==> src/pct_pkg.sv <==
// ----------------------------------------------------------------------------
// pct_pkg
// Types, character constants and class helpers shared by the tokenizer.
// ----------------------------------------------------------------------------
package pct_pkg;

    // Scan modes: what the held character is waiting on.
    typedef enum logic [4:0] {
        M_IDLE   = 5'b00001,
        M_SIGN   = 5'b00010,
        M_LT     = 5'b00100,
        M_IDENT  = 5'b01000,
        M_NUMBER = 5'b10000
    } t_mode;

    typedef enum logic [1:0] {
        CLS_NUMBER = 2'd0,
        CLS_OP     = 2'd1,
        CLS_IDENT  = 2'd2,
        CLS_UNK    = 2'd3
    } t_class;

    localparam logic [7:0] CH_PLUS  = 8'h2B;
    localparam logic [7:0] CH_MINUS = 8'h2D;
    localparam logic [7:0] CH_LT    = 8'h3C;
    localparam logic [7:0] CH_EQ    = 8'h3D;
    localparam logic [7:0] CH_STAR  = 8'h2A;
    localparam logic [7:0] CH_SLASH = 8'h2F;
    localparam logic [7:0] CH_GT    = 8'h3E;
    localparam logic [7:0] CH_AMP   = 8'h26;
    localparam logic [7:0] CH_BAR   = 8'h7C;
    localparam logic [7:0] CH_SPACE = 8'h20;
    localparam logic [7:0] CH_TAB   = 8'h09;
    localparam logic [7:0] CH_CR    = 8'h0D;

    // One result beat.
    typedef struct packed {
        logic [7:0] lex_char;
        t_class     token_class;
        logic       token_end;
        logic       last;
    } t_result;

    // Results produced by one input beat, handed to the result queue.
    typedef struct packed {
        logic [1:0] count;
        t_result    res0;
        t_result    res1;
    } t_step;

    function automatic logic is_digit(input logic [7:0] c);
        return (c inside {[8'h30:8'h39]});
    endfunction

    function automatic logic is_letter(input logic [7:0] c);
        return (c inside {[8'h41:8'h5A], [8'h61:8'h7A]});
    endfunction

    function automatic logic is_space(input logic [7:0] c);
        return (c inside {CH_SPACE, [CH_TAB:CH_CR]});
    endfunction

    function automatic logic is_single_op(input logic [7:0] c);
        return (c inside {CH_STAR, CH_SLASH, CH_EQ, CH_GT, CH_AMP, CH_BAR});
    endfunction

endpackage

==> src/pct_in_if.sv <==
// ----------------------------------------------------------------------------
// pct_in_if
// Input byte channel: valid/ready with one text byte and end-of-text flag.
// ----------------------------------------------------------------------------
interface pct_in_if;
    logic       valid;
    logic       ready;
    logic [7:0] ch;
    logic       end_of_text;

    modport source (output valid, output ch, output end_of_text, input ready);
    modport sink   (input valid, input ch, input end_of_text, output ready);
endinterface

==> src/pct_out_if.sv <==
// ----------------------------------------------------------------------------
// pct_out_if
// Result channel: valid/ready with one tagged token character.
// ----------------------------------------------------------------------------
interface pct_out_if;
    logic       valid;
    logic       ready;
    logic [7:0] lex_char;
    logic [1:0] token_class;
    logic       token_end;
    logic       last;

    modport source (output valid, output lex_char, output token_class,
                    output token_end, output last, input ready);
    modport sink   (input valid, input lex_char, input token_class,
                    input token_end, input last, output ready);
endinterface

==> src/priority_char_tokenizer_unit.sv <==
// ----------------------------------------------------------------------------
// priority_char_tokenizer_unit
// Streaming maximal-munch tokenizer with one byte of lookahead.
// ----------------------------------------------------------------------------
// Feed the text one byte per input beat and flag the final byte with
// end_of_text. Each byte yields zero, one or two result beats, each a lexeme
// character with its class (number, operator, identifier, unknown), an
// end-of-token mark and a last mark on the final result of that byte.
// Whitespace yields nothing. Bytes that may continue a token (signs, '<',
// letters, digits) are held one beat, so their results come out with the
// next byte or at end of text. A new byte is taken every cycle while the
// four-entry result queue has two free slots; the first result is in the
// queue the cycle after the byte is taken. The output port drains one result
// a cycle while ready, so two-result bytes slow the input to the output rate.
// ----------------------------------------------------------------------------
module priority_char_tokenizer_unit
    import pct_pkg::*;
(
    input  logic           i_clk,
    input  logic           i_rst_n,
    pct_in_if.sink         i_in,
    pct_out_if.source      o_out
);

    t_step   step;
    t_result head;
    logic    room;
    logic    fire;

    // take a byte only when the queue can absorb its worst case of two results
    assign i_in.ready = room;
    assign fire       = i_in.valid && room;

    // scan state and lookahead decision
    pct_lex u_lex (
        .i_clk   (i_clk),
        .i_rst_n (i_rst_n),
        .i_fire  (fire),
        .i_ch    (i_in.ch),
        .i_eot   (i_in.end_of_text),
        .o_step  (step)
    );

    // hold results until the sink takes each beat
    pct_fifo u_fifo (
        .i_clk   (i_clk),
        .i_rst_n (i_rst_n),
        .i_step  (step),
        .i_push  (fire),
        .o_room  (room),
        .o_valid (o_out.valid),
        .i_ready (o_out.ready),
        .o_res   (head)
    );

    assign o_out.lex_char    = head.lex_char;
    assign o_out.token_class = head.token_class;
    assign o_out.token_end   = head.token_end;
    assign o_out.last        = head.last;

endmodule

==> src/pct_lex.sv <==
// ----------------------------------------------------------------------------
// pct_lex
// Scan state (mode and held byte) and the one-byte lookahead decision.
// ----------------------------------------------------------------------------
module pct_lex
    import pct_pkg::*;
(
    input  logic       i_clk,
    input  logic       i_rst_n,
    input  logic       i_fire,
    input  logic [7:0] i_ch,
    input  logic       i_eot,
    output t_step      o_step
);

    t_mode      r_mode, n_mode;
    logic [7:0] r_held, n_held;

    t_result    res [2];
    logic [1:0] cnt;
    logic       take_bt;

    always_comb begin
        res[0]  = '0;
        res[1]  = '0;
        cnt     = 2'd0;
        take_bt = 1'b0;
        n_mode  = r_mode;
        n_held  = r_held;

        case (r_mode)
            M_SIGN: begin
                if (is_digit(i_ch)) begin
                    res[cnt[0]] = '{r_held, CLS_NUMBER, 1'b0, 1'b0};
                    cnt = cnt + 2'd1;
                    n_mode = M_NUMBER;
                    n_held = i_ch;
                end else begin
                    res[cnt[0]] = '{r_held, CLS_OP, 1'b1, 1'b0};
                    cnt = cnt + 2'd1;
                    take_bt = 1'b1;
                end
            end
            M_LT: begin
                if (i_ch == CH_EQ || i_ch == CH_LT) begin
                    res[0] = '{r_held, CLS_OP, 1'b0, 1'b0};
                    res[1] = '{i_ch, CLS_OP, 1'b1, 1'b0};
                    cnt = 2'd2;
                    n_mode = M_IDLE;
                end else begin
                    res[cnt[0]] = '{r_held, CLS_OP, 1'b1, 1'b0};
                    cnt = cnt + 2'd1;
                    take_bt = 1'b1;
                end
            end
            M_IDENT: begin
                if (is_letter(i_ch) || is_digit(i_ch)) begin
                    res[cnt[0]] = '{r_held, CLS_IDENT, 1'b0, 1'b0};
                    cnt = cnt + 2'd1;
                    n_held = i_ch;
                end else begin
                    res[cnt[0]] = '{r_held, CLS_IDENT, 1'b1, 1'b0};
                    cnt = cnt + 2'd1;
                    take_bt = 1'b1;
                end
            end
            M_NUMBER: begin
                if (is_digit(i_ch)) begin
                    res[cnt[0]] = '{r_held, CLS_NUMBER, 1'b0, 1'b0};
                    cnt = cnt + 2'd1;
                    n_held = i_ch;
                end else begin
                    res[cnt[0]] = '{r_held, CLS_NUMBER, 1'b1, 1'b0};
                    cnt = cnt + 2'd1;
                    take_bt = 1'b1;
                end
            end
            default: begin
                take_bt = 1'b1;
            end
        endcase

        // start a new token with the incoming byte
        if (take_bt) begin
            n_mode = M_IDLE;
            if (is_space(i_ch)) begin
                n_mode = M_IDLE;
            end else if (i_ch == CH_PLUS || i_ch == CH_MINUS) begin
                n_mode = M_SIGN;
                n_held = i_ch;
            end else if (i_ch == CH_LT) begin
                n_mode = M_LT;
                n_held = i_ch;
            end else if (is_letter(i_ch)) begin
                n_mode = M_IDENT;
                n_held = i_ch;
            end else if (is_digit(i_ch)) begin
                n_mode = M_NUMBER;
                n_held = i_ch;
            end else if (is_single_op(i_ch)) begin
                res[cnt[0]] = '{i_ch, CLS_OP, 1'b1, 1'b0};
                cnt = cnt + 2'd1;
            end else begin
                res[cnt[0]] = '{i_ch, CLS_UNK, 1'b1, 1'b0};
                cnt = cnt + 2'd1;
            end
        end

        // flush whatever is held at end of text
        if (i_eot) begin
            case (n_mode)
                M_SIGN, M_LT: begin
                    res[cnt[0]] = '{n_held, CLS_OP, 1'b1, 1'b0};
                    cnt = cnt + 2'd1;
                end
                M_IDENT: begin
                    res[cnt[0]] = '{n_held, CLS_IDENT, 1'b1, 1'b0};
                    cnt = cnt + 2'd1;
                end
                M_NUMBER: begin
                    res[cnt[0]] = '{n_held, CLS_NUMBER, 1'b1, 1'b0};
                    cnt = cnt + 2'd1;
                end
                default: begin
                end
            endcase
            n_mode = M_IDLE;
        end

        case (cnt)
            2'd1:    res[0].last = 1'b1;
            2'd2:    res[1].last = 1'b1;
            default: begin
            end
        endcase
    end

    assign o_step.count = cnt;
    assign o_step.res0  = res[0];
    assign o_step.res1  = res[1];

    always_ff @(posedge i_clk) begin
        if (!i_rst_n) begin
            r_mode <= M_IDLE;
            r_held <= 8'h00;
        end else if (i_fire) begin
            r_mode <= n_mode;
            r_held <= n_held;
        end
    end

endmodule

==> src/pct_fifo.sv <==
// ----------------------------------------------------------------------------
// pct_fifo
// Four-entry result queue: up to two results in a cycle, one out on ready.
// ----------------------------------------------------------------------------
module pct_fifo
    import pct_pkg::*;
(
    input  logic    i_clk,
    input  logic    i_rst_n,
    input  t_step   i_step,
    input  logic    i_push,
    output logic    o_room,
    output logic    o_valid,
    input  logic    i_ready,
    output t_result o_res
);

    localparam int Depth = 4;
    localparam int AW    = $clog2(Depth);
    localparam int CW    = AW + 1;

    t_result         r_mem [Depth];
    logic [AW-1:0]   r_wptr, n_wptr;
    logic [AW-1:0]   r_rptr, n_rptr;
    logic [CW-1:0]   r_count, n_count;
    logic [CW-1:0]   push_n;
    logic            pop;

    assign o_room  = (r_count <= CW'(Depth - 2));
    assign o_valid = (r_count != '0);
    assign o_res   = r_mem[r_rptr];
    assign pop     = o_valid && i_ready;
    assign push_n  = i_push ? CW'(i_step.count) : '0;

    always_comb begin
        n_wptr  = r_wptr + AW'(push_n);
        n_rptr  = r_rptr + AW'(pop);
        n_count = r_count + push_n - CW'(pop);
    end

    always_ff @(posedge i_clk) begin
        if (push_n != '0) begin
            r_mem[r_wptr] <= i_step.res0;
        end
        if (push_n == CW'(2)) begin
            r_mem[r_wptr + AW'(1)] <= i_step.res1;
        end
    end

    always_ff @(posedge i_clk) begin
        if (!i_rst_n) begin
            r_wptr  <= '0;
            r_rptr  <= '0;
            r_count <= '0;
        end else begin
            r_wptr  <= n_wptr;
            r_rptr  <= n_rptr;
            r_count <= n_count;
        end
    end

endmodule

==> src/flat_wrapper.sv <==
// flat-port wrapper written by rule: the top's interface ports become plain ports
module priority_char_tokenizer_unit_flat import pct_pkg::*;
  (i_clk, i_rst_n, i_in_valid, i_in_ch, i_in_end_of_text, i_in_ready, o_out_valid, o_out_lex_char, o_out_token_class, o_out_token_end, o_out_last, o_out_ready);
  pct_in_if i_in_i ();
  pct_out_if o_out_i ();
  input  logic i_clk;
  input  logic i_rst_n;
  input wire logic [$bits(i_in_i.valid)-1:0] i_in_valid;
  input wire logic [$bits(i_in_i.ch)-1:0] i_in_ch;
  input wire logic [$bits(i_in_i.end_of_text)-1:0] i_in_end_of_text;
  output wire logic [$bits(i_in_i.ready)-1:0] i_in_ready;
  output wire logic [$bits(o_out_i.valid)-1:0] o_out_valid;
  output wire logic [$bits(o_out_i.lex_char)-1:0] o_out_lex_char;
  output wire logic [$bits(o_out_i.token_class)-1:0] o_out_token_class;
  output wire logic [$bits(o_out_i.token_end)-1:0] o_out_token_end;
  output wire logic [$bits(o_out_i.last)-1:0] o_out_last;
  input wire logic [$bits(o_out_i.ready)-1:0] o_out_ready;
  assign i_in_i.valid = i_in_valid;
  assign i_in_i.ch = i_in_ch;
  assign i_in_i.end_of_text = i_in_end_of_text;
  assign i_in_ready = i_in_i.ready;
  assign o_out_valid = o_out_i.valid;
  assign o_out_lex_char = o_out_i.lex_char;
  assign o_out_token_class = o_out_i.token_class;
  assign o_out_token_end = o_out_i.token_end;
  assign o_out_last = o_out_i.last;
  assign o_out_i.ready = o_out_ready;
  priority_char_tokenizer_unit u_core (.i_clk(i_clk), .i_rst_n(i_rst_n), .i_in(i_in_i), .o_out(o_out_i));
endmodule
==> config.mk <==
export PLATFORM = sky130hd
export DESIGN_NAME = priority_char_tokenizer_unit_flat
export DESIGN_NICKNAME = d
export VERILOG_FILES = /design/src/pct_pkg.sv /design/src/pct_in_if.sv /design/src/pct_out_if.sv /design/src/priority_char_tokenizer_unit.sv /design/src/pct_lex.sv /design/src/pct_fifo.sv /design/src/flat_wrapper.sv
export SDC_FILE = /design/constraint.sdc
export NUM_CORES = 1
export LEC_CHECK = 0
export BUFFER_PORTS_ARGS = -buffer_cell sky130_fd_sc_hd__buf_2
export CAP_MARGIN = 20
export CORE_UTILIZATION = 50
export DETAILED_ROUTE_END_ITERATION = 8
export PLACE_DENSITY = 0.68
export SLEW_MARGIN = 10
export SYNTH_ARGS = -nofsm -noshare
export SYNTH_HDL_FRONTEND = slang
export SYNTH_HIERARCHICAL = 1
export SYNTH_SLANG_ARGS = --single-unit
==> constraint.sdc <==
create_clock -name i_clk -period 10 [get_ports i_clk]
set_input_delay 2 -clock i_clk [delete_from_list [all_inputs] [get_ports i_clk]]
set_output_delay 2 -clock i_clk [all_outputs]
set_load 0.01 [all_outputs]
### Yosys cells after proc, flatten, opt, wreduce, memory -nomap -nowiden

Memories as Yosys holds them, arrays and structs flattened. A register that Yosys moved wholly into a read port is not among the register bits.
Cells that the tools add are included.

* reduce and logical (&&, ||, !) cells: 20
* shift operators: 0
* muxes and demuxes: 66
* bitwise logic cells: 2
* $lt $le $gt $ge: 13
* $add $sub $neg: 7
* equality and inequality tests: 21
* $mul: 0
* divide/modulo/power cells: 0

Operators by type and width (number)
* $mux W24: 8
* $bwmux W24: 5
* $eq A8 B6 Y1 const B: 9
* $pmux W24 S3: 1
* $mux W8: 8
* $mux W12: 4
* $pmux W12 S4: 1
* $mux W5: 9
* $mux W2: 14
* $demux W12 S1: 2
* $ge A8 B7 Y1 const B: 2
* $le A8 B7 Y1 const B: 2
* $pmux W8 S2: 1
* $eq A5 B2 Y1 const B: 2
* $eq A5 B3 Y1 const B: 2
* $eq A5 B4 Y1 const B: 2
* $eq A5 B5 Y1 const B: 2
* $pmux W5 S2: 1
* $mux W1: 9
* $eq A8 B7 Y1 const B: 1
* $ge A8 B4 Y1 const B: 1
* $ge A8 B6 Y1 const B: 1
* $le A8 B4 Y1 const B: 1
* $le A8 B6 Y1 const B: 1
* 22 further kinds: 40

* memories kept: 1
* output and inout port bits: 14
* register bits: 20
* latch bits: 0
* RAM bits: 48
* bits in read-only memories: 0

Memory list
* u_core.u_fifo.r_mem: words 4, width 12, rd ports 1, clocked after memory_dff 1, wr ports 2, RTL line pct_fifo.sv:22 `t_result r_mem [Depth];`

### Logic depth before layout (Yosys ltp)

Gate-level depths: netlist of run 1.

* depth after elaboration: 21
* gate-level depth with buffers: 16

### Hierarchy

Netlist of run 1, hierarchy kept.

By module, submodules not included
* pct_fifo: cells an instance 171, times used 1, area each 2763.9 µm²
* pct_lex: cells an instance 237, times used 1, area each 1674.1 µm²
* priority_char_tokenizer_unit: cells an instance 1, times used 1, area each 6.3 µm²

### Worst setup path before layout of run 1

Ideal clock, no wire load.

* kind: input to register
* start point: input port i_in_ch[3]
* end point: register u_core.u_fifo.r_count[2]
* required time: 9885 ps
* path buffers: 2
* slack: 4748 ps
* stages: 16
* data arrival time: 5137 ps
* cells stage by stage: clkbuf_1 or4_4 o22ai_4 o211ai_2 a21bo_1 buf_2 o22a_4 xnor2_1 nand2_1 nand3_1 nand2_1 ha_1 fa_1 xnor2_1 xnor2_1 and2_1

RTL lines
* start, declared: RTL line flat_wrapper.sv:9 `input wire logic [$bits(i_in_i.ch)-1:0] i_in_ch;`
* end signal, assigned: RTL line pct_fifo.sv:58 `r_count <= n_count;`
* end, declared: RTL line pct_fifo.sv:25 `logic [CW-1:0] r_count, n_count;`

==> results of run 1 <==
==> per-layer routing <==
layer	GRT usage (%)	vias to the layer above	routed length, um
li1	-	1597	-
met4	11.6	0	303
met1	31.6	1676	4800
met5	0	-	0
met2	41.0	113	5310
met3	4.27	22	518
==> layout make-up <==
cell class	count	area [um^2]
Timing Repair Buffer	29	160
Sequential cell	68	1840
Clock buffer	9	124
Tap cell	108	135
Inverter	7	26.3
Multi-Input combinational cell	307	2450
Fill cell	767	3820
Clock inverter	7	123
==> registers in the layout, indices dropped and copies added, names as in the netlist <==
signal                 cells
u_core/u_lex/r_held        8
u_core/u_fifo/r_wptr       2
u_core/u_fifo/r_mem       48
u_core/u_fifo/r_rptr       2
u_core/u_lex/r_mode        5
u_core/u_fifo/r_count      3
==> power groups by stage <==
stage          combinational (mW)  clock, mW  sequential (mW)
2_1_floorplan               0.188          0            0.352
3_3_place_gp                0.225          0            0.378
3_5_place_dp                0.228          0            0.379
4_1_cts                     0.230      0.285            0.372
5_1_grt                     0.254      0.299            0.377
6_report                    0.229      0.280            0.371
==> worst min-delay path by stage <==
stage	from	endpoint	slack, ps	depth (start not counted)
finish	u_core/u_lex/r_held[7]	u_core/u_lex/r_held[7]	450	2
global route	u_core/u_lex/r_held[7]	u_core/u_lex/r_held[7]	470	2
CTS	u_core/u_lex/r_held[7]	u_core/u_lex/r_held[7]	450	2
detailed placement	u_core/u_lex/r_held[7]	u_core/u_lex/r_held[7]	430	2
global placement	u_core/u_lex/r_held[7]	u_core/u_lex/r_held[7]	430	2
floorplan	u_core/u_lex/r_held[7]	u_core/u_lex/r_held[7]	410	2
==> cell usage in the layout, fill, tap and decap left out, types with 8 or more instances in the layout <==
master / n
nand3_1: 8
mux4_2: 12
xnor2_1: 10
clkbuf_8: 9
edfxtp_1: 48
buf_2: 26
a21oi_1: 19
a22oi_1: 9
mux2_2: 49
nor2_1: 26
o21ai_1: 12
nand2_1: 31
and2_1: 14
o21ai_0: 15
dfxtp_1: 20
==> critical path, delay by kind of cell <==
family          cells  cell delay (ps)
simple gates        6             2680
compound gates      3              640
mux                 1              420
buf+inv             1              200
==> cells by family (layout without fill, tap and decap cells) <==
| logic type | Yosys count | after routing |
|---|---|---|
| AND/OR/NAND/NOR | 120 | 120 |
| AO/OA/AOI/OAI | 106 | 106 |
| flip-flops | 68 | 68 |
| multiplexers | 64 | 64 |
| buffers and inverters | 34 | 52 |
| XOR/XNOR | 13 | 13 |
| adder cells (fa/ha/maj) | 4 | 4 |
==> run metrics, run 1 <==
slowest cell on the critical path nor2_1; Final period util 58.5%; synth cell count leaders mux2_2, edfxtp_1, nand2_1; CTS tree built; Hold Buf Count CTS 0; worst slew pin tran 1090 ps; CTS Buf Count 9; EDFF count, synth 48; P_int ~620 uW; Seq cells post-synth roughly 70; part of the power in combinational logic 26.0%; placed cells 519; distinct cell type count after synthesis 71; static leakage approximately 1.7 nW; Die X approximately 96 um; critical register-to-register path endpoint u_core/u_fifo/r_mem[2][5]; post-CTS sizing 0; post-route cell area ~5000 um^2; H-Tree Depth 3; RD Place Congestion just over 0.9; Antenna Nets Post-Route 0; worst hold path class reg -> reg; mux share of post-synthesis cell area 19.2%; reg-to-reg slack, setup 5610 ps; crit path DAT around 5900 ps; max_cap viols 0; Final Slew Violations 0; RSZ-0062 raised after global routing no; Vias 3408; DRC viols 0; Buffers on Ports 26; critical path endpoint category flip-flop; largest family of logic cells by synthesized area multiplexers; Setup Skew around 7 ps; final core occ a little under three fifths; startpoint types input port; pwr/cell area 181 nW/um^2; beginning of the worst register-to-register path u_core/u_lex/r_mode[2]; Antenna Cells 0; Reg power frac 42.1%; Worst-Skew Late Latency 340 ps; async set-reset flop share out of synthesis 0%; setup ws final 4150 ps; fraction of layout cells with a size suffix above 1 29.0%; kind of critical path in -> reg; worst hold slack roughly 450 ps; Reg2Reg Depth 10; wire per inst 20.4 um; Die Height about 96 um; Initial Util 51.2%; Crit Path Max Fanout 17; clock slew at reported path FFs ~80 ps; DP Worst Slack roughly 3800 ps; worst stage delay on the critical path 870 ps; Max VDD drop ~0.077 mV; Tmin final about 5900 ps; CP endpoint u_core/u_fifo/r_mem[2][5]; post-synthesis compound-gate area fraction between 15 and 20%; final WL 10900 um; Max Root-Sink Buffers 2; Syn Inst Count 409; Seq/Total Area, Yosys 41.4%; mean post-synth cell area 10.9 um^2; adder-cell share of the synthesized area 1.30%; vias in the first global route 3169; initial antenna violation count 0; critical-path cell list buf_2, or4_4, o22ai_4, o21ai_2, nor4b_4, o22a_4, nand3_2, nand2b_1, nand3b_2, nor2_1, mux2_2; cell taking the most area after synthesis edfxtp_1; Final Hold Viols 0; Worst EP required 10090 ps; most numerous cell in the Yosys netlist mux2_2; FMAX 171 MHz; Synth Area in Simple Gates between 10% and 20%; Psw 263 uW; Sw Share 29.8%; largest net degree at the start of global routing 21; Total Nets Final 439; core area 8680 um^2; Pre-antenna DRT Iters 5; GRT overflow 0; synth warn 6; post-placement cell area 4620 um^2; dpl hpwl 7740 um; XOR/XNOR Fraction of Synth Area 2.56%; Clk pwr share 31.8%; Final TNS setup 0 ps; die area 9270 um^2; setup bufs post-CTS 0; top area cells in the synthesized netlist edfxtp_1, mux2_2, dfxtp_1; Main synth FF type edfxtp_1; total power 880 uW; GRT Util Overall 24.9%; Relative slew margins about 27%; I/O pin count 27; final setup violation count 0; via/cell ratio 6.37; Post-Layout Cell Count 535; syn nets approximately 430; FP Rows 34; Yosys top cell area share 32.4%; first-pass GRT wire length 16900 um; Clock Sinks between 60 and 70; area of the mapped netlist 4440 um^2; Clock Root Buffer clkbuf_8; DR iter-0 viols 276; Layout area overhead 9.40%; critical path startpoint i_in_ch[1]; status complete, no violations
No activity file was read; power rests on OpenSTA's default activity.
==> inputs of run 2 (changes only) <==
==> constraint.sdc (replaced) <==
create_clock -name i_clk -period 5.9 [get_ports i_clk]
set_input_delay 1.18 -clock i_clk [delete_from_list [all_inputs] [get_ports i_clk]]
set_output_delay 1.18 -clock i_clk [all_outputs]
set_load 0.01 [all_outputs]
==> run 2 against run 1 <==
Effect of this change: routed wire length decreased by 2.0%; die area unchanged; power increased by 64%.
==> run metrics, run 2 (same netlist as run 1, synthesis figures left out) <==
Clock Sinks 68 (unchanged); final core occ 55.8% (-0.20 points); I/O pin count 27 (unchanged); worst hold path class reg -> reg; RSZ-0062 raised after global routing no; worst hold slack 454 ps (+7.58 ps); CTS Buf Count 9 (unchanged); most common cell after layout, fill and taps aside mux2_2; Die X 96.3 um (unchanged); Antenna Nets Post-Route 0 (unchanged); DRC viols 0 (unchanged); FP Rows 34 (unchanged); kind of critical path in -> reg; H-Tree Depth 3 (unchanged); fraction of layout cells with a size suffix above 1 29.1% (+0.098 points); static leakage 1.70 nW (about the same); Die Height 96.3 um (unchanged); status complete, no violations; RD Place Congestion 0.914 (+0.19%); Worst EP required 6140 ps (-3950 ps); Relative slew margins 36.8% (+9.8 points); largest net degree at the start of global routing 21 (unchanged); final setup violation count 0 (unchanged); first-pass GRT wire length 17100 um (+0.90%); critical path endpoint category flip-flop; clock slew at reported path FFs 70 ps (about the same); FMAX ~220 MHz; DR iter-0 viols 278 (+0.72%); Clock Root Buffer clkbuf_8; dpl hpwl 7550 um (-2.4%); Max Root-Sink Buffers 2 (unchanged); via/cell ratio 6.26 (-1.7%); total power 1.45 mW (+64%); initial antenna violation count 0 (unchanged); biggest regs u_core/u_fifo/r_mem x48, u_core/u_lex/r_held x8, u_core/u_lex/r_mode x5; post-placement cell area 4620 um^2 (+0.16%); startpoint types input port; CTS tree built; Biggest register u_core/u_fifo/r_mem; core area 8680 um^2 (unchanged); Worst-Skew Late Latency 350 ps (about the same); post-route cell area 4840 um^2 (-0.36%); Hold Buf Count CTS 0 (unchanged); max reg flops 48 (unchanged); setup bufs post-CTS 0 (unchanged); Final Hold Viols 0 (unchanged); max_cap viols 0 (unchanged); pwr/cell area 299 nW/um^2 (+65%); post-CTS sizing 0 (unchanged); Max VDD drop 0.143 mV (+86%); Antenna Cells 0 (unchanged); Post-Layout Cell Count 537 (+0.37%); Final TNS setup 0 ps (unchanged); placed cells 521 (+0.39%); Crit Path Max Fanout 17 (unchanged); final WL 10700 um (-2.0%); Layout area overhead 9.01%; Pre-antenna DRT Iters 6 (+1); Buffers on Ports 26 (unchanged); Final period util between 70% and 80%; worst slew pin tran 946 ps (-144 ps); die area 9270 um^2 (unchanged); most frequent cells in the layout mux2_2, edfxtp_1, nand2_1; Total Nets Final 441 (+0.46%); Initial Util 51.2% (unchanged); GRT Util Overall 24.9% (+0.042 points); Setup Skew 13.3 ps (+6.37 ps); vias in the first global route 3237 (+2.1%); GRT overflow 0 (unchanged); wire per inst 19.9 um (-2.4%); DP Worst Slack 1000 ps (-2810 ps); Tmin final ~4600 ps; Vias 3361 (-1.4%); crit path DAT 4840 ps (-1100 ps); setup ws final 1300 ps (-2850 ps); Final Slew Violations 0 (unchanged); fillcell total 758 (-1.2%)
-- run 2: layout make-up --
type                       instances  area (um^2)  share of cell area, %
clock buffer                       9          124                   2.56
sequential                        68         1840                   38.0
tap                              108          135                   2.79
inverter                           7         26.3                  0.542
clock inverter                     7         97.6                   2.01
multi-input combinational        307         2450                   50.6
timing repair buffer              31          168                   3.46
-- run 2: worst max-delay path, stage by stage --
cell,delay (ps)
buf_2,190
or4_4,590
o22a_1,280
a21oi_4,330
nand3_2,190
o22a_4,310
xnor2_1,370
nand2_1,140
nand3_1,180
nand2_1,70
ha_1,190
fa_1,380
xnor2_1,150
xnor2_1,130
and2_1,150
-- run 2: worst paths after layout --
check | start | to | slack (ps) | cells after the start
min | u_core/u_lex/r_held[7] | u_core/u_lex/r_held[7] | 450 | 2
max | i_in_ch[1] | u_core/u_fifo/r_count[2] | 1300 | 15
max reg2reg | u_core/u_lex/r_mode[4] | u_core/u_fifo/r_count[2] | 1960 | 14
min reg2reg | u_core/u_lex/r_held[7] | u_core/u_lex/r_held[7] | 450 | 2
-- run 2: layer usage --
layer / GRT usage (%) / vias up / part of all wire, %
li1: - / 1597 / -
met1: 32.6 / 1633 / 45
met2: 41.8 / 120 / 49
met3: 4.82 / 11 / 5.1
met4: 6.72 / 0 / 1.1
met5: 0 / - / 0
-- run 2: where the power goes --
group	switching (mW)	internal [mW]	total [mW]	leakage, nW
clock	0.190	0.240	0.431	0.108
combinational	0.193	0.196	0.389	0.993
sequential	0.0588	0.569	0.628	0.599
==> inputs of run 3 (changes only) <==
--- a/config.mk
+++ b/config.mk
@@ -9,7 +9,7 @@
 export CAP_MARGIN = 20
 export CORE_UTILIZATION = 50
 export DETAILED_ROUTE_END_ITERATION = 8
-export PLACE_DENSITY = 0.68
+export PLACE_DENSITY = 0.7
 export SLEW_MARGIN = 10
 export SYNTH_ARGS = -nofsm -noshare
 export SYNTH_HDL_FRONTEND = slang
==> constraint.sdc (replaced) <==
create_clock -name i_clk -period 3.95 [get_ports i_clk]
set_input_delay 0.79 -clock i_clk [delete_from_list [all_inputs] [get_ports i_clk]]
set_output_delay 0.79 -clock i_clk [all_outputs]
set_load 0.01 [all_outputs]
==> run 3 against run 2 <==
Effect of this change: power is 48% higher; clock-buffer cell count stayed put; sequential cell count stayed put; hold slack better by 5.8 ps; critical path type unchanged; critical endpoint unchanged; highest routed layer unchanged.
==> run metrics, run 3 (same netlist as run 1, synthesis figures left out) <==
Layout area overhead 16.1%; Relative slew margins 36.3% (-0.55 points); worst slew pin tran 954 ps (+8.27 ps); Pre-antenna DRT Iters 4 (-2); initial antenna violation count 0 (unchanged); Max Root-Sink Buffers 2 (unchanged); GRT Util Overall 26.1% (+1.2 points); Biggest register u_core/u_fifo/r_mem; post-placement cell area 4960 um^2 (+7.3%); GRT overflow 0 (unchanged); DR iter-0 viols 238 (-14%); Final period util 91.4%; FMAX 277 MHz; crit path DAT 3850 ps (-990 ps); die area 9270 um^2 (unchanged); post-route cell area 5160 um^2 (+6.5%); Worst-Skew Late Latency 350 ps (about the same); placed cells 554 (+6.3%); most frequent cells in the layout mux2_2, edfxtp_1, buf_4; final WL 11200 um (+4.9%); vias in the first global route 3438 (+6.2%); Vias 3511 (+4.5%); max reg flops 48 (unchanged); static leakage 1.86 nW (+9.7%); pwr/cell area 417 nW/um^2 (+39%); clock slew at reported path FFs 80 ps (about the same); Die X 96.3 um (unchanged); H-Tree Depth 3 (unchanged); RD Place Congestion 1.02 (+12%); Worst EP required 4190 ps (-1950 ps); Crit Path Max Fanout 4 (-13); Final Hold Viols 0 (unchanged); DRC viols 0 (unchanged); RSZ-0062 raised after global routing no; worst hold path class reg -> reg; Setup Skew 16.9 ps (+3.57 ps); Tmin final 3610 ps; startpoint types input port; I/O pin count 27 (unchanged); FP Rows 34 (unchanged); Clock Root Buffer clkbuf_8; setup bufs post-CTS 0 (unchanged); CTS Buf Count 9 (unchanged); Buffers on Ports 26 (unchanged); Final Slew Violations 0 (unchanged); critical path endpoint category flip-flop; max_cap viols 0 (unchanged); Antenna Cells 0 (unchanged); status complete, no violations; fraction of layout cells with a size suffix above 1 34.8% (+5.7 points); via/cell ratio 6.16 (-1.6%); Hold Buf Count CTS 0 (unchanged); Max VDD drop 0.187 mV (+31%); most common cell after layout, fill and taps aside mux2_2; Initial Util 51.2% (unchanged); Die Height 96.3 um (unchanged); final setup violation count 0 (unchanged); core area 8680 um^2 (unchanged); wire per inst 19.7 um (-1.1%); kind of critical path in -> reg; Clock Sinks 68 (unchanged); biggest regs u_core/u_fifo/r_mem x48, u_core/u_lex/r_held x8, u_core/u_lex/r_mode x5; Antenna Nets Post-Route 0 (unchanged); dpl hpwl 8300 um (+9.9%); CTS tree built; post-CTS sizing 0 (unchanged); largest net degree at the start of global routing 21 (unchanged); first-pass GRT wire length 17900 um (+5.0%); Total Nets Final 474 (+7.5%); Post-Layout Cell Count 570 (+6.1%); final core occ 59.4% (+3.6 points); total power 2.15 mW (+48%)
[run 3: changes by cell type in the layout (fill, tap and decap cells not counted), sizes merged]
cell      before  now
clkinvlp       1    3
buf           31   64
inv            9    8
bufinv         2    1
[run 3: per-layer routing]
layer	up-vias	global-route usage, %	wire length (um)
li1	1670	-	-
met1	1733	33.8	5030
met2	89	43.9	5570
met3	19	3.71	410
met4	0	10.2	223
met5	-	0	0
[run 3: layout make-up]
cell class	count	area, um^2
fill	734	3520
multi-input combinational	307	2480
sequential	68	1840
timing repair buffer	64	478
tap	108	135
clock buffer	9	124
clock inverter	7	75.1
inverter	7	26.3
[run 3: critical path: stages]
cell      delay (ps)
buf_2            120
or4_4            560
o22ai_4          210
o21ai_2          110
nor4b_4          310
o22a_4           230
nand3_2          120
nand2b_4          90
nand2_1           90
ha_1             330
inv_1             50
fa_1             420
xnor2_1          150
xnor2_1          120
and2_1           150
[run 3: final timing paths]
path / from / end / slack [ps] / cells past startpoint
worst max-delay path: i_in_ch[1] / u_core/u_fifo/r_count[2] / 340 / 15
worst min-delay path: u_core/u_lex/r_held[7] / u_core/u_lex/r_held[7] / 460 / 2
worst min register to register: u_core/u_lex/r_held[7] / u_core/u_lex/r_held[7] / 460 / 2
worst max register to register: u_core/u_lex/r_mode[2] / u_core/u_fifo/r_count[2] / 430 / 14
[run 3: per-stage QoR]
step	TNS, ps	hold slack (ps)	setup WS [ps]
after floorplan	0	412	10.2
after global placement	0	423	33.1
after detailed placement	-6.11	435	-6.11
after CTS	0	447	348
after global routing	0	480	169
final	0	460	341
[run 3: power by group]
part           switching [mW]  leakage, nW  total (mW)  internal, mW
sequential             0.0875        0.599       0.937         0.850
clock                   0.290       0.0918       0.583         0.293
combinational           0.298         1.17       0.630         0.332
